==> config.mk <==
export PLATFORM = sky130hd
export DESIGN_NAME = modbus_rtu_meter_query_engine_top
export DESIGN_NICKNAME = d
export VERILOG_FILES = /design/src/hdl/mrq_pkg.sv /design/src/hdl/modbus_rtu_meter_query_engine_top.sv /design/src/hdl/mrq_front.sv /design/src/hdl/mrq_queue.sv /design/src/hdl/mrq_back.sv
export SDC_FILE = /design/constraint.sdc
export NUM_CORES = 1
export LEC_CHECK = 0
export BUFFER_PORTS_ARGS = -buffer_cell sky130_fd_sc_hd__buf_4
export CORE_AREA = 3 3 220 222
export DETAILED_ROUTE_END_ITERATION = 16
export DIE_AREA = 0 0 223 225
export GPL_TIMING_DRIVEN = 1
export PLACE_DENSITY = 0.65
export SYNTH_ARGS = -nofsm -noshare
export SYNTH_HDL_FRONTEND = slang
export SYNTH_SLANG_ARGS = --single-unit
==> constraint.sdc <==
create_clock -name i_clk -period 8.43 [get_ports i_clk]
set_input_delay 1.686 -clock i_clk [delete_from_list [all_inputs] [get_ports i_clk]]
set_output_delay 1.686 -clock i_clk [all_outputs]
set_load 0.01 [all_outputs]
==> src/hdl/mrq_pkg.sv <==
`timescale 1ns / 1ps

package mrq_pkg;

    localparam int REGISTER_COUNT_DEF = 10;
    localparam int QUEUE_DEPTH_DEF    = 4;

    localparam logic [1:0] OP_START   = 2'd0;
    localparam logic [1:0] OP_BYTE    = 2'd1;
    localparam logic [1:0] OP_TIMEOUT = 2'd2;

    localparam logic [1:0] ST_OK      = 2'd0;
    localparam logic [1:0] ST_TIMEOUT = 2'd1;
    localparam logic [1:0] ST_CRC     = 2'd2;

    localparam logic KIND_TX     = 1'b0;
    localparam logic KIND_RESULT = 1'b1;

    localparam logic [15:0] CRC_INIT  = 16'hFFFF;
    localparam logic [15:0] CRC_POLY  = 16'hA001;
    localparam logic [7:0]  FUNC_READ_INPUT = 8'h04;

    typedef struct packed {
        logic [1:0] operation;
        logic [7:0] rx_byte;
    } t_in_item;

    typedef struct packed {
        logic        kind;
        logic [7:0]  tx_byte;
        logic        last;
        logic [1:0]  status;
        logic [15:0] voltage_raw;
        logic [15:0] current_raw;
        logic [15:0] power_raw;
        logic [15:0] energy_raw;
    } t_out_item;

    // Queue entry: either a request to expand or a finished result
    typedef struct packed {
        logic             is_result;
        logic [7:0]       addr;
        logic [1:0]       status;
        logic [3:0][15:0] regs;
    } t_cmd;

    function automatic logic [15:0] crc_byte(input logic [15:0] crc_in, input logic [7:0] b);
        logic [15:0] c;
        c = crc_in ^ {8'h00, b};
        for (int i = 0; i < 8; i++) begin
            if (c[0]) begin
                c = (c >> 1) ^ CRC_POLY;
            end else begin
                c = c >> 1;
            end
        end
        return c;
    endfunction

endpackage

==> src/hdl/modbus_rtu_meter_query_engine_top.sv <==
`timescale 1ns / 1ps
// First output passes through the command queue and the back end's single output register;
// request bytes then follow one a cycle while the receiver is ready (8 in all).
// Throughput: one input transaction per cycle while the command queue has room; a start
// occupies the output for its 8 request bytes, every other item for at most one result.
// Reset: synchronous, active low; clears control state, slave address returns to 1.
module modbus_rtu_meter_query_engine_top import mrq_pkg::*; #(
    parameter int REG_COUNT   = REGISTER_COUNT_DEF,
    parameter int QUEUE_DEPTH = QUEUE_DEPTH_DEF
) (
    input  logic      i_clk,
    input  logic      i_rst_n,
    input  logic      i_cfg_valid,
    input  logic [7:0] i_cfg_data,
    output logic      o_cfg_ready,
    input  logic      i_in_valid,
    input  t_in_item  i_in_data,
    output logic      o_in_ready,
    output logic      o_out_valid,
    output t_out_item o_out_data,
    input  logic      i_out_ready
);

    logic [7:0] r_slave_address;
    logic       push, q_full, q_valid, pop;
    t_cmd       push_cmd, head_cmd;

    assign o_cfg_ready = 1'b1;

    always_ff @(posedge i_clk) begin
        if (!i_rst_n) begin
            r_slave_address <= 8'd1;
        end else if (i_cfg_valid && o_cfg_ready) begin
            r_slave_address <= i_cfg_data;
        end
    end

    mrq_front #(.REG_COUNT(REG_COUNT)) u_front (
        .i_clk           (i_clk),
        .i_rst_n         (i_rst_n),
        .i_slave_address (r_slave_address),
        .i_valid         (i_in_valid),
        .i_item          (i_in_data),
        .o_ready         (o_in_ready),
        .i_full          (q_full),
        .o_push          (push),
        .o_cmd           (push_cmd)
    );

    mrq_queue #(.DEPTH(QUEUE_DEPTH)) u_queue (
        .i_clk   (i_clk),
        .i_rst_n (i_rst_n),
        .i_push  (push),
        .i_cmd   (push_cmd),
        .o_full  (q_full),
        .o_valid (q_valid),
        .o_cmd   (head_cmd),
        .i_pop   (pop)
    );

    mrq_back #(.REG_COUNT(REG_COUNT)) u_back (
        .i_clk       (i_clk),
        .i_rst_n     (i_rst_n),
        .i_cmd_valid (q_valid),
        .i_cmd       (head_cmd),
        .o_pop       (pop),
        .o_valid     (o_out_valid),
        .o_item      (o_out_data),
        .i_ready     (i_out_ready)
    );

    a_no_overflow: assert property (@(posedge i_clk) disable iff (!i_rst_n)
        push |-> !q_full)
        else $error("command pushed into full queue");

    a_result_shape: assert property (@(posedge i_clk) disable iff (!i_rst_n)
        (o_out_valid && o_out_data.kind == KIND_RESULT) |->
        (!o_out_data.last && o_out_data.tx_byte == 8'h00))
        else $error("result transaction carries request fields");

    a_bad_status_zero: assert property (@(posedge i_clk) disable iff (!i_rst_n)
        (o_out_valid && o_out_data.status != ST_OK) |->
        (o_out_data.voltage_raw == 16'h0 && o_out_data.current_raw == 16'h0 &&
         o_out_data.power_raw == 16'h0 && o_out_data.energy_raw == 16'h0))
        else $error("failed query carries register data");

    a_pop_on_load: assert property (@(posedge i_clk) disable iff (!i_rst_n)
        pop |-> q_valid)
        else $error("pop from empty queue");

endmodule

==> src/hdl/mrq_front.sv <==
`timescale 1ns / 1ps

module mrq_front import mrq_pkg::*; #(
    parameter int REG_COUNT = REGISTER_COUNT_DEF
) (
    input  logic       i_clk,
    input  logic       i_rst_n,
    input  logic [7:0] i_slave_address,
    input  logic       i_valid,
    input  t_in_item   i_item,
    output logic       o_ready,
    input  logic       i_full,
    output logic       o_push,
    output t_cmd       o_cmd
);

    localparam logic [7:0] REPLY_LEN = 8'(5 + 2 * REG_COUNT);
    localparam logic [7:0] CRC_LO_IDX = 8'(3 + 2 * REG_COUNT);
    localparam logic [7:0] REG_FIRST = 8'd3;
    localparam logic [7:0] REG_LAST  = 8'd10;

    logic             r_awaiting, n_awaiting;
    logic [7:0]       r_count, n_count;
    logic [15:0]      r_crc, n_crc;
    logic [7:0]       r_crc_lo, n_crc_lo;
    logic [3:0][15:0] r_regs, n_regs;

    logic [7:0]  reg_off;
    logic [15:0] expected;

    assign o_ready  = !i_full;
    assign reg_off  = r_count - REG_FIRST;
    assign expected = {i_item.rx_byte, r_crc_lo};

    always_comb begin
        n_awaiting = r_awaiting;
        n_count    = r_count;
        n_crc      = r_crc;
        n_crc_lo   = r_crc_lo;
        n_regs     = r_regs;
        o_push     = 1'b0;
        o_cmd      = '0;
        o_cmd.addr = i_slave_address;
        if (i_valid && o_ready) begin
            unique case (i_item.operation)
                OP_START: begin
                    // drop any pending query and send a fresh request
                    o_push     = 1'b1;
                    n_awaiting = 1'b1;
                    n_count    = '0;
                    n_crc      = CRC_INIT;
                    n_crc_lo   = '0;
                end
                OP_TIMEOUT: begin
                    if (r_awaiting) begin
                        o_push          = 1'b1;
                        o_cmd.is_result = 1'b1;
                        o_cmd.status    = ST_TIMEOUT;
                        n_awaiting      = 1'b0;
                    end
                end
                OP_BYTE: begin
                    if (r_awaiting) begin
                        if (r_count < CRC_LO_IDX) begin
                            n_crc   = crc_byte(r_crc, i_item.rx_byte);
                            n_count = r_count + 8'd1;
                            if (r_count >= REG_FIRST && r_count <= REG_LAST) begin
                                if (!reg_off[0]) begin
                                    n_regs[reg_off[2:1]][15:8] = i_item.rx_byte;
                                end else begin
                                    n_regs[reg_off[2:1]][7:0] = i_item.rx_byte;
                                end
                            end
                        end else if (r_count == CRC_LO_IDX) begin
                            n_crc_lo = i_item.rx_byte;
                            n_count  = r_count + 8'd1;
                        end else begin
                            o_push          = 1'b1;
                            o_cmd.is_result = 1'b1;
                            n_awaiting      = 1'b0;
                            n_count         = '0;
                            if (expected == r_crc) begin
                                o_cmd.status = ST_OK;
                                o_cmd.regs   = r_regs;
                            end else begin
                                o_cmd.status = ST_CRC;
                            end
                        end
                    end
                end
                default: ;
            endcase
        end
    end

    always_ff @(posedge i_clk) begin
        if (!i_rst_n) begin
            r_awaiting <= 1'b0;
            r_count    <= '0;
            r_crc      <= CRC_INIT;
            r_crc_lo   <= '0;
        end else begin
            r_awaiting <= n_awaiting;
            r_count    <= n_count;
            r_crc      <= n_crc;
            r_crc_lo   <= n_crc_lo;
        end
    end

    always_ff @(posedge i_clk) begin
        r_regs <= n_regs;
    end

    // reply length must cover the four captured registers (bytes 3 to 10)
    if (REPLY_LEN < 8'd13) begin : g_len_check
        $error("register count out of range");
    end

endmodule

==> src/hdl/mrq_queue.sv <==
`timescale 1ns / 1ps

module mrq_queue import mrq_pkg::*; #(
    parameter int DEPTH = QUEUE_DEPTH_DEF
) (
    input  logic i_clk,
    input  logic i_rst_n,
    input  logic i_push,
    input  t_cmd i_cmd,
    output logic o_full,
    output logic o_valid,
    output t_cmd o_cmd,
    input  logic i_pop
);

    localparam int PW = (DEPTH > 1) ? $clog2(DEPTH) : 1;
    localparam int CW = $clog2(DEPTH + 1);

    t_cmd          r_mem [DEPTH];
    logic [PW-1:0] r_wr_ptr, n_wr_ptr;
    logic [PW-1:0] r_rd_ptr, n_rd_ptr;
    logic [CW-1:0] r_count, n_count;

    logic do_push, do_pop;

    assign o_full  = (r_count == CW'(DEPTH));
    assign o_valid = (r_count != '0);
    assign o_cmd   = r_mem[r_rd_ptr];
    assign do_push = i_push && !o_full;
    assign do_pop  = i_pop && o_valid;

    always_comb begin
        n_wr_ptr = r_wr_ptr;
        n_rd_ptr = r_rd_ptr;
        n_count  = r_count;
        if (do_push) begin
            n_wr_ptr = (r_wr_ptr == PW'(DEPTH - 1)) ? '0 : r_wr_ptr + 1'b1;
        end
        if (do_pop) begin
            n_rd_ptr = (r_rd_ptr == PW'(DEPTH - 1)) ? '0 : r_rd_ptr + 1'b1;
        end
        if (do_push && !do_pop) begin
            n_count = r_count + 1'b1;
        end else if (do_pop && !do_push) begin
            n_count = r_count - 1'b1;
        end
    end

    always_ff @(posedge i_clk) begin
        if (!i_rst_n) begin
            r_wr_ptr <= '0;
            r_rd_ptr <= '0;
            r_count  <= '0;
        end else begin
            r_wr_ptr <= n_wr_ptr;
            r_rd_ptr <= n_rd_ptr;
            r_count  <= n_count;
        end
    end

    always_ff @(posedge i_clk) begin
        if (do_push) begin
            r_mem[r_wr_ptr] <= i_cmd;
        end
    end

endmodule

==> src/hdl/mrq_back.sv <==
`timescale 1ns / 1ps

module mrq_back import mrq_pkg::*; #(
    parameter int REG_COUNT = REGISTER_COUNT_DEF
) (
    input  logic      i_clk,
    input  logic      i_rst_n,
    input  logic      i_cmd_valid,
    input  t_cmd      i_cmd,
    output logic      o_pop,
    output logic      o_valid,
    output t_out_item o_item,
    input  logic      i_ready
);

    localparam logic [15:0] RC = 16'(REG_COUNT);
    localparam logic [2:0]  STEP_CRC_LO = 3'd6;
    localparam logic [2:0]  STEP_CRC_HI = 3'd7;

    logic        r_valid, n_valid;
    t_out_item   r_item, n_item;
    logic [2:0]  r_step, n_step;
    logic [15:0] r_crc, n_crc;

    logic        load;
    logic [7:0]  req_byte;
    logic [15:0] crc_in;

    assign o_valid = r_valid;
    assign o_item  = r_item;
    assign load    = i_cmd_valid && (!r_valid || i_ready);
    assign crc_in  = (r_step == 3'd0) ? CRC_INIT : r_crc;

    always_comb begin
        case (r_step)
            3'd0:        req_byte = i_cmd.addr;
            3'd1:        req_byte = FUNC_READ_INPUT;
            3'd4:        req_byte = RC[15:8];
            3'd5:        req_byte = RC[7:0];
            STEP_CRC_LO: req_byte = r_crc[7:0];
            STEP_CRC_HI: req_byte = r_crc[15:8];
            default:     req_byte = 8'h00;
        endcase
    end

    always_comb begin
        n_valid = r_valid;
        n_item  = r_item;
        n_step  = r_step;
        n_crc   = r_crc;
        o_pop   = 1'b0;
        if (r_valid && i_ready) begin
            n_valid = 1'b0;
        end
        if (load) begin
            n_valid = 1'b1;
            n_item  = '0;
            if (i_cmd.is_result) begin
                o_pop              = 1'b1;
                n_item.kind        = KIND_RESULT;
                n_item.status      = i_cmd.status;
                n_item.voltage_raw = i_cmd.regs[0];
                n_item.current_raw = i_cmd.regs[1];
                n_item.power_raw   = i_cmd.regs[2];
                n_item.energy_raw  = i_cmd.regs[3];
            end else begin
                // walk the request one byte a cycle while the output is taken, CRC folded in as it goes
                n_item.kind    = KIND_TX;
                n_item.tx_byte = req_byte;
                n_item.last    = (r_step == STEP_CRC_HI);
                n_step         = r_step + 3'd1;
                if (r_step < STEP_CRC_LO) begin
                    n_crc = crc_byte(crc_in, req_byte);
                end
                if (r_step == STEP_CRC_HI) begin
                    o_pop = 1'b1;
                end
            end
        end
    end

    always_ff @(posedge i_clk) begin
        if (!i_rst_n) begin
            r_valid <= 1'b0;
            r_step  <= '0;
        end else begin
            r_valid <= n_valid;
            r_step  <= n_step;
        end
    end

    always_ff @(posedge i_clk) begin
        r_item <= n_item;
        r_crc  <= n_crc;
    end

endmodule

== After elaboration in Yosys (flattened, before gate mapping) ==
Memory sizes are Yosys's and may differ from the RTL's. A register that Yosys moved wholly into a read port is not among the register bits.
Index checks and enable logic that the tools add are counted.
Word-level totals
  memories kept: 1
  register bits after elaboration: 208
  word-level logic and storage cells: 220
  bits of input ports: 23
  output and inout bits: 79
  bits in writable memories: 300
Memory list
  u_queue.r_mem: depth 4, bits a word 75, rd ports 1, clocked after Yosys merged registers in 1, wr ports 1, RTL line mrq_queue.sv:19  | t_cmd r_mem [DEPTH];
Cells by class
  bitwise operators: 19
  add/subtract/negate cells: 7
  equal/unequal tests: 15
  $lt $le $gt $ge: 6
  reductions and logical operators: 28
  mux-type cells: 120
Operator list (count)
  $mux 16: 68
  $mux 66: 4
  $mux 64: 3
  $bwmux 64: 2
  $demux 16 s2: 2
  $mux 8: 7
  $not 2->3: 16
  $pmux 8 s5: 1
  $pmux 16 s2: 1
  $pmux 8 s2: 2
  $xor 16x8->16: 2
  $mux 1: 18
  $eq 16x16->1: 1
  $mux 14: 1
  $eq 3x3->1 const B: 4
  $mux 2: 5
  $reduce_and 5->1: 2
  $logic_and 1x1->1: 9
  $add 8x1->8 const B: 1
  $eq 8x5->1 const B: 1
  $ge 8x2->1 const B: 1
  $le 8x4->1 const B: 1
  $lt 8x5->1 const B: 1
  $add 3x1->3 const B: 2
  25 further kinds: 40

== Longest topological paths before layout ==
  depth after elaboration: 48
  mapped depth: 12
  depth with buffers taken out: 11

== Modules after synthesis ==
A second synthesis with hierarchy kept.
Second synthesis, totals
  cells, all modules: 1226
  area, all modules: 20662.3 µm²
Modules (own cells, without submodules)
  mrq_queue: area an instance 11294.6 µm², seq. area each 9188.8 µm², instances 1, cells each 442
  mrq_front: area an instance 4792.1 µm², seq. area each 2582.5 µm², instances 1, cells each 440
  mrq_back: area an instance 4265.3 µm², seq. area each 2842.7 µm², instances 1, cells each 317
  modbus_rtu_meter_query_engine_top: area an instance 310.3 µm², seq. area each 160.2 µm², instances 1, cells each 27

== Worst setup path before layout ==
Ideal clock, no wire load.
  path type: input to register
  from: input port i_out_ready
  to: register u_queue.r_count[2]
  stages: 9
  path buffers: 0
  data arrival time: 7.816 ns
  setup time: 0.076 ns
  required time: 8.354 ns
  setup slack: 0.538 ns
  path through: inv_1 -> a21oi_1 -> o21ai_0 -> ha_1 -> inv_1 -> fa_1 -> xor2_1 -> or3_1 -> a21boi_0
On the way
  word-level cells in the longest chain between the ends: 7
  elaborated cells on any way between the ends: 9
  classes of those cells: mux: 2; reduce/logical: 7
RTL lines
  from (decl): RTL line modbus_rtu_meter_query_engine_top.sv:21  | input logic i_out_ready
  $logic_or 1x1->1 (*): RTL line mrq_back.sv:31  | assign load = i_cmd_valid && (!r_valid || i_ready);
  $logic_and 1x1->1 (*): RTL line mrq_back.sv:31
  net u_back.load: RTL line mrq_back.sv:25  | logic load;
  $mux 1 (*): RTL line mrq_back.sv:55  | if (load) begin
  $logic_and 1x1->1 (*): RTL line mrq_queue.sv:30  | assign do_pop = i_pop && o_valid;
  $logic_not 1->1: RTL line mrq_queue.sv:42  | if (do_push && !do_pop) begin
  $logic_and 1x1->1: RTL line mrq_queue.sv:42
  $mux 3 / $reduce_bool 2->1 (equally long branches)
  to (signal assigned): RTL line mrq_queue.sv:57  | r_count <= n_count;
  to (decl): RTL line mrq_queue.sv:22  | logic [CW-1:0] r_count, n_count;
The timed path passes the listed nets; every way through them passes the cells marked *.
A chain may end at the register's enable or synchronous reset.

== Final worst setup path ==
  from: input port i_in_data[9] in the netlist's numbering
  to: memory u_queue.r_mem[1][16] in the netlist's numbering, enable pin
On the way
  word-level cells in the longest chain between the ends: 6
  elaborated cells on any way between the ends: 8
  classes of those cells: eq/ne: 2; mux: 4; reduce/logical: 2
RTL lines
  from (decl): RTL line modbus_rtu_meter_query_engine_top.sv:17  | input t_in_item i_in_data,
  $eq 2x1->1 (tied with other cells): RTL line mrq_front.sv:45  | unique case (i_item.operation)
  $pmux 1 s3 (*): RTL line mrq_front.sv:45
  $mux 1 (*): RTL line mrq_front.sv:44  | if (i_valid && o_ready) begin
  $logic_and 1x1->1 (*): RTL line mrq_queue.sv:29  | assign do_push = i_push && !o_full;
  net u_queue.do_push: RTL line mrq_queue.sv:24  | logic do_push, do_pop;
  $mux 1 (*): RTL line mrq_queue.sv:62  | if (do_push) begin
  $mux 1 (implied by the code) (*): RTL line mrq_queue.sv:63  | r_mem[r_wr_ptr] <= i_cmd;
  to (decl): RTL line mrq_queue.sv:19
Marks and branches as above.

==> impl_metrics.json <==
{
  "synth_largest_area_cell": "edfxtp_1",
  "clock-root-buffer": "clkbuf_16",
  "rsz0062_at_grt": "no",
  "cp_max_fo": 47,
  "first_pass_iters": 5,
  "reg2reg_depth": 10,
  "yosys_warnings": 0,
  "start_util_pct": 43.9,
  "slew_headroom_pct": 15.8,
  "fin_crit_ns": 4.71,
  "gp_congestion": 0.811,
  "cts_hold_buffers": 0,
  "syn_inst": 1211,
  "place_inst": 1871,
  "die_area_mm2": 0.0502,
  "cts_sinks": 510,
  "antenna_found_initial": 1,
  "cts.repair.resized": 0,
  "synth_edf_count": 456,
  "setup_viol": 0,
  "startpoint_type": "input port",
  "fin_cells": 1966,
  "power_density_mw_per_mm2": 307,
  "arrival_ns": 4.92,
  "core_area_mm2": 0.0466,
  "ios": 102,
  "power_w": 0.00720,
  "grt_pass1_wl_um": 62900,
  "final_area_mm2": 0.0234,
  "hp-class": "reg -> reg",
  "synth.area.top_cells": "edfxtp_1 67%, mux4_2 8.1%, and2_1 6.4%",
  "vias": 10400,
  "grt_max_degree": 71,
  "h-tree-depth": 2,
  "postCtsSetupRepairBufs": 0,
  "die_width_um": 223,
  "power.leakage_nw": 7.73,
  "ys_types": 51,
  "max_freq_mhz": 212,
  "period_share_pct": 55.9,
  "status": "complete, no violations",
  "synthTopCellsByCount": "456 x edfxtp_1, 209 x and2_1, 73 x mux4_2, 54 x dfxtp_1, 48 x nor2_1",
  "whs_path_depth": 0,
  "worstHoldEndpoint": "u_queue.r_mem[2][68]",
  "synth_area_per_cell_um2": 16.9,
  "clk_pin_slew_ns": 0.06,
  "cts_buffer_depth": 3,
  "min-delay-start": "r_slave_address[2]",
  "dpl_cell_area_mm2": 0.0218,
  "dominantRegCellSynth": "edfxtp_1",
  "syn_nets": 1252,
  "critical_path_required_ns": 8.64,
  "wl_per_cell_um": 20.5,
  "cts_tree": "done",
  "cts_made_buffers": 53,
  "routed_wirelength_um": 40200,
  "via_per_inst": 5.27,
  "nNetsFinal": 1360,
  "path_class": "in -> reg",
  "async_flop_share_pct": 0,
  "ir_drop_v": 0.000207,
  "die_h_um": 225,
  "fin_skew_ns": 0.0224,
  "rows": 79,
  "maxSlewViolCount": 0,
  "diodes": 0,
  "setup_tns_ns": 0,
  "synth_seq_area_share_pct": 72.4,
  "synth_seq_cells": 510,
  "dp_hpwl_um": 23600,
  "r2r_slack_ns": 4.86,
  "hold_viol_final": 0,
  "layout-drive-gt1-share_pct": 19.7,
  "worstSetupEndpointType": "flop",
  "yosysMostFrequentCell": "edfxtp_1",
  "rr_endpoint": "u_queue.r_count[2]",
  "yosysTopAreaCellShare_pct": 67.1,
  "ant_nets": 0,
  "worstSkewPairLatency_ns": 0.59,
  "overflow": 0,
  "grt_use_total_pct": 16.3,
  "tightest_slew_ns": 1.26,
  "io_buffers": 100,
  "synthToLayoutAreaGrowth_pct": 14.8,
  "maxCapViolCount": 0,
  "syn_area_mm2": 0.0204,
  "drt_iter0_drc": 844,
  "grt_pass1_vias": 10600,
  "drc": 0
}
## sequential cells by signal, indices dropped and copies added, names as in the netlist, 2 cells and up, named ones only
register,cells
u_queue.r_rd_ptr,2
u_queue.r_count,3
u_back.o_item,76
u_queue.r_wr_ptr,2
u_front.r_crc_lo,8
r_slave_address,8
u_back.r_step,3
u_queue.r_mem,300
u_front.r_count,8
u_back.r_crc,16
u_front.r_crc,16
u_front.r_regs,64
## per-layer routing
metal	track usage (%)	wire, um
met1	22.9	17800
met2	26.2	19400
met3	3.27	2190
met4	4.45	792
met5	0	0
## stage by stage
stage	hold WS, ns	setup WS (ns)	util (%)
3_5_place_dp	0.501	3.07	46.8
6_report	0.516	3.72	50.3
4_1_cts	0.524	3.70	50.3
2_1_floorplan	0.459	0.538	-
5_1_grt	0.546	3.46	50.3
3_3_place_gp	0.489	3.19	46.8
## worst max path at each step
stage / startpoint / cells past startpoint / end / slack, ns
floorplan: i_out_ready / 9 / u_queue.r_count[2] / 0.54
global placement: i_in_data[9] / 8 / u_queue.r_mem[1][60] / 3.19
detailed placement: i_in_data[9] / 8 / u_queue.r_mem[1][60] / 3.07
CTS: i_in_data[9] / 8 / u_queue.r_mem[1][23] / 3.70
global route: i_in_data[9] / 8 / u_queue.r_mem[1][23] / 3.46
finish: i_in_data[9] / 8 / u_queue.r_mem[1][16] / 3.72
## where the power goes
group	leakage (nW)	total [W]	switching (W)	internal [W]
registers	4.56	0.00334	0.000155	0.00319
clock network	0.789	0.00221	0.000928	0.00128
logic	2.38	0.00164	0.000866	0.000777
total	7.73	0.00720	0.00195	0.00525
## cells by family after synthesis
logic type                 Yosys count  share of synthesized area, %
AOI/OAI and AO/OA                   89                          2.81
buffers and inverters               72                          1.49
adders and majority gates           18                          1.14
xor gates and xnor gates            64                          3.06
and+or+nand+nor                    367                          10.1
muxes                               90                          8.98
DFF                                510                          72.4
other                                1                        0.0184
## area by class of cell
class                           instances  area [um^2]
Clock inverter                         23          236
Fill cell                            3845        23100
Multi-Input combinational cell        629         5360
Tap cell                              607          759
Inverter                               13         48.8
Clock buffer                           72         1400
Timing Repair Buffer                  112          841
Sequential cell                       510        14800
## cells in the final DEF (no fill, tap or decap), types with 10 or more instances in the layout
cell type,n
a22oi_1,10
clkbuf_16,53
mux2i_1,14
xor2_1,30
nor4_1,13
inv_1,13
o21ai_0,26
and2_1,205
ha_1,17
mux4_2,73
nand2b_1,11
buf_4,112
nor2_1,48
clkbuf_1,19
a21oi_1,17
nand2_1,35
edfxtp_1,456
xnor2_1,28
nand3_1,16
dfxtp_1,52
nor2b_1,23
## critical path, cell delays in order
cell and delay (ns):
buf_4 0.13, inv_1 0.08, ha_1 0.47, nand2_1 0.18
a21o_1 0.23, a211oi_1 0.81, and2_4 0.61, buf_4 0.69
No activity file was read; power rests on OpenSTA's default activity.
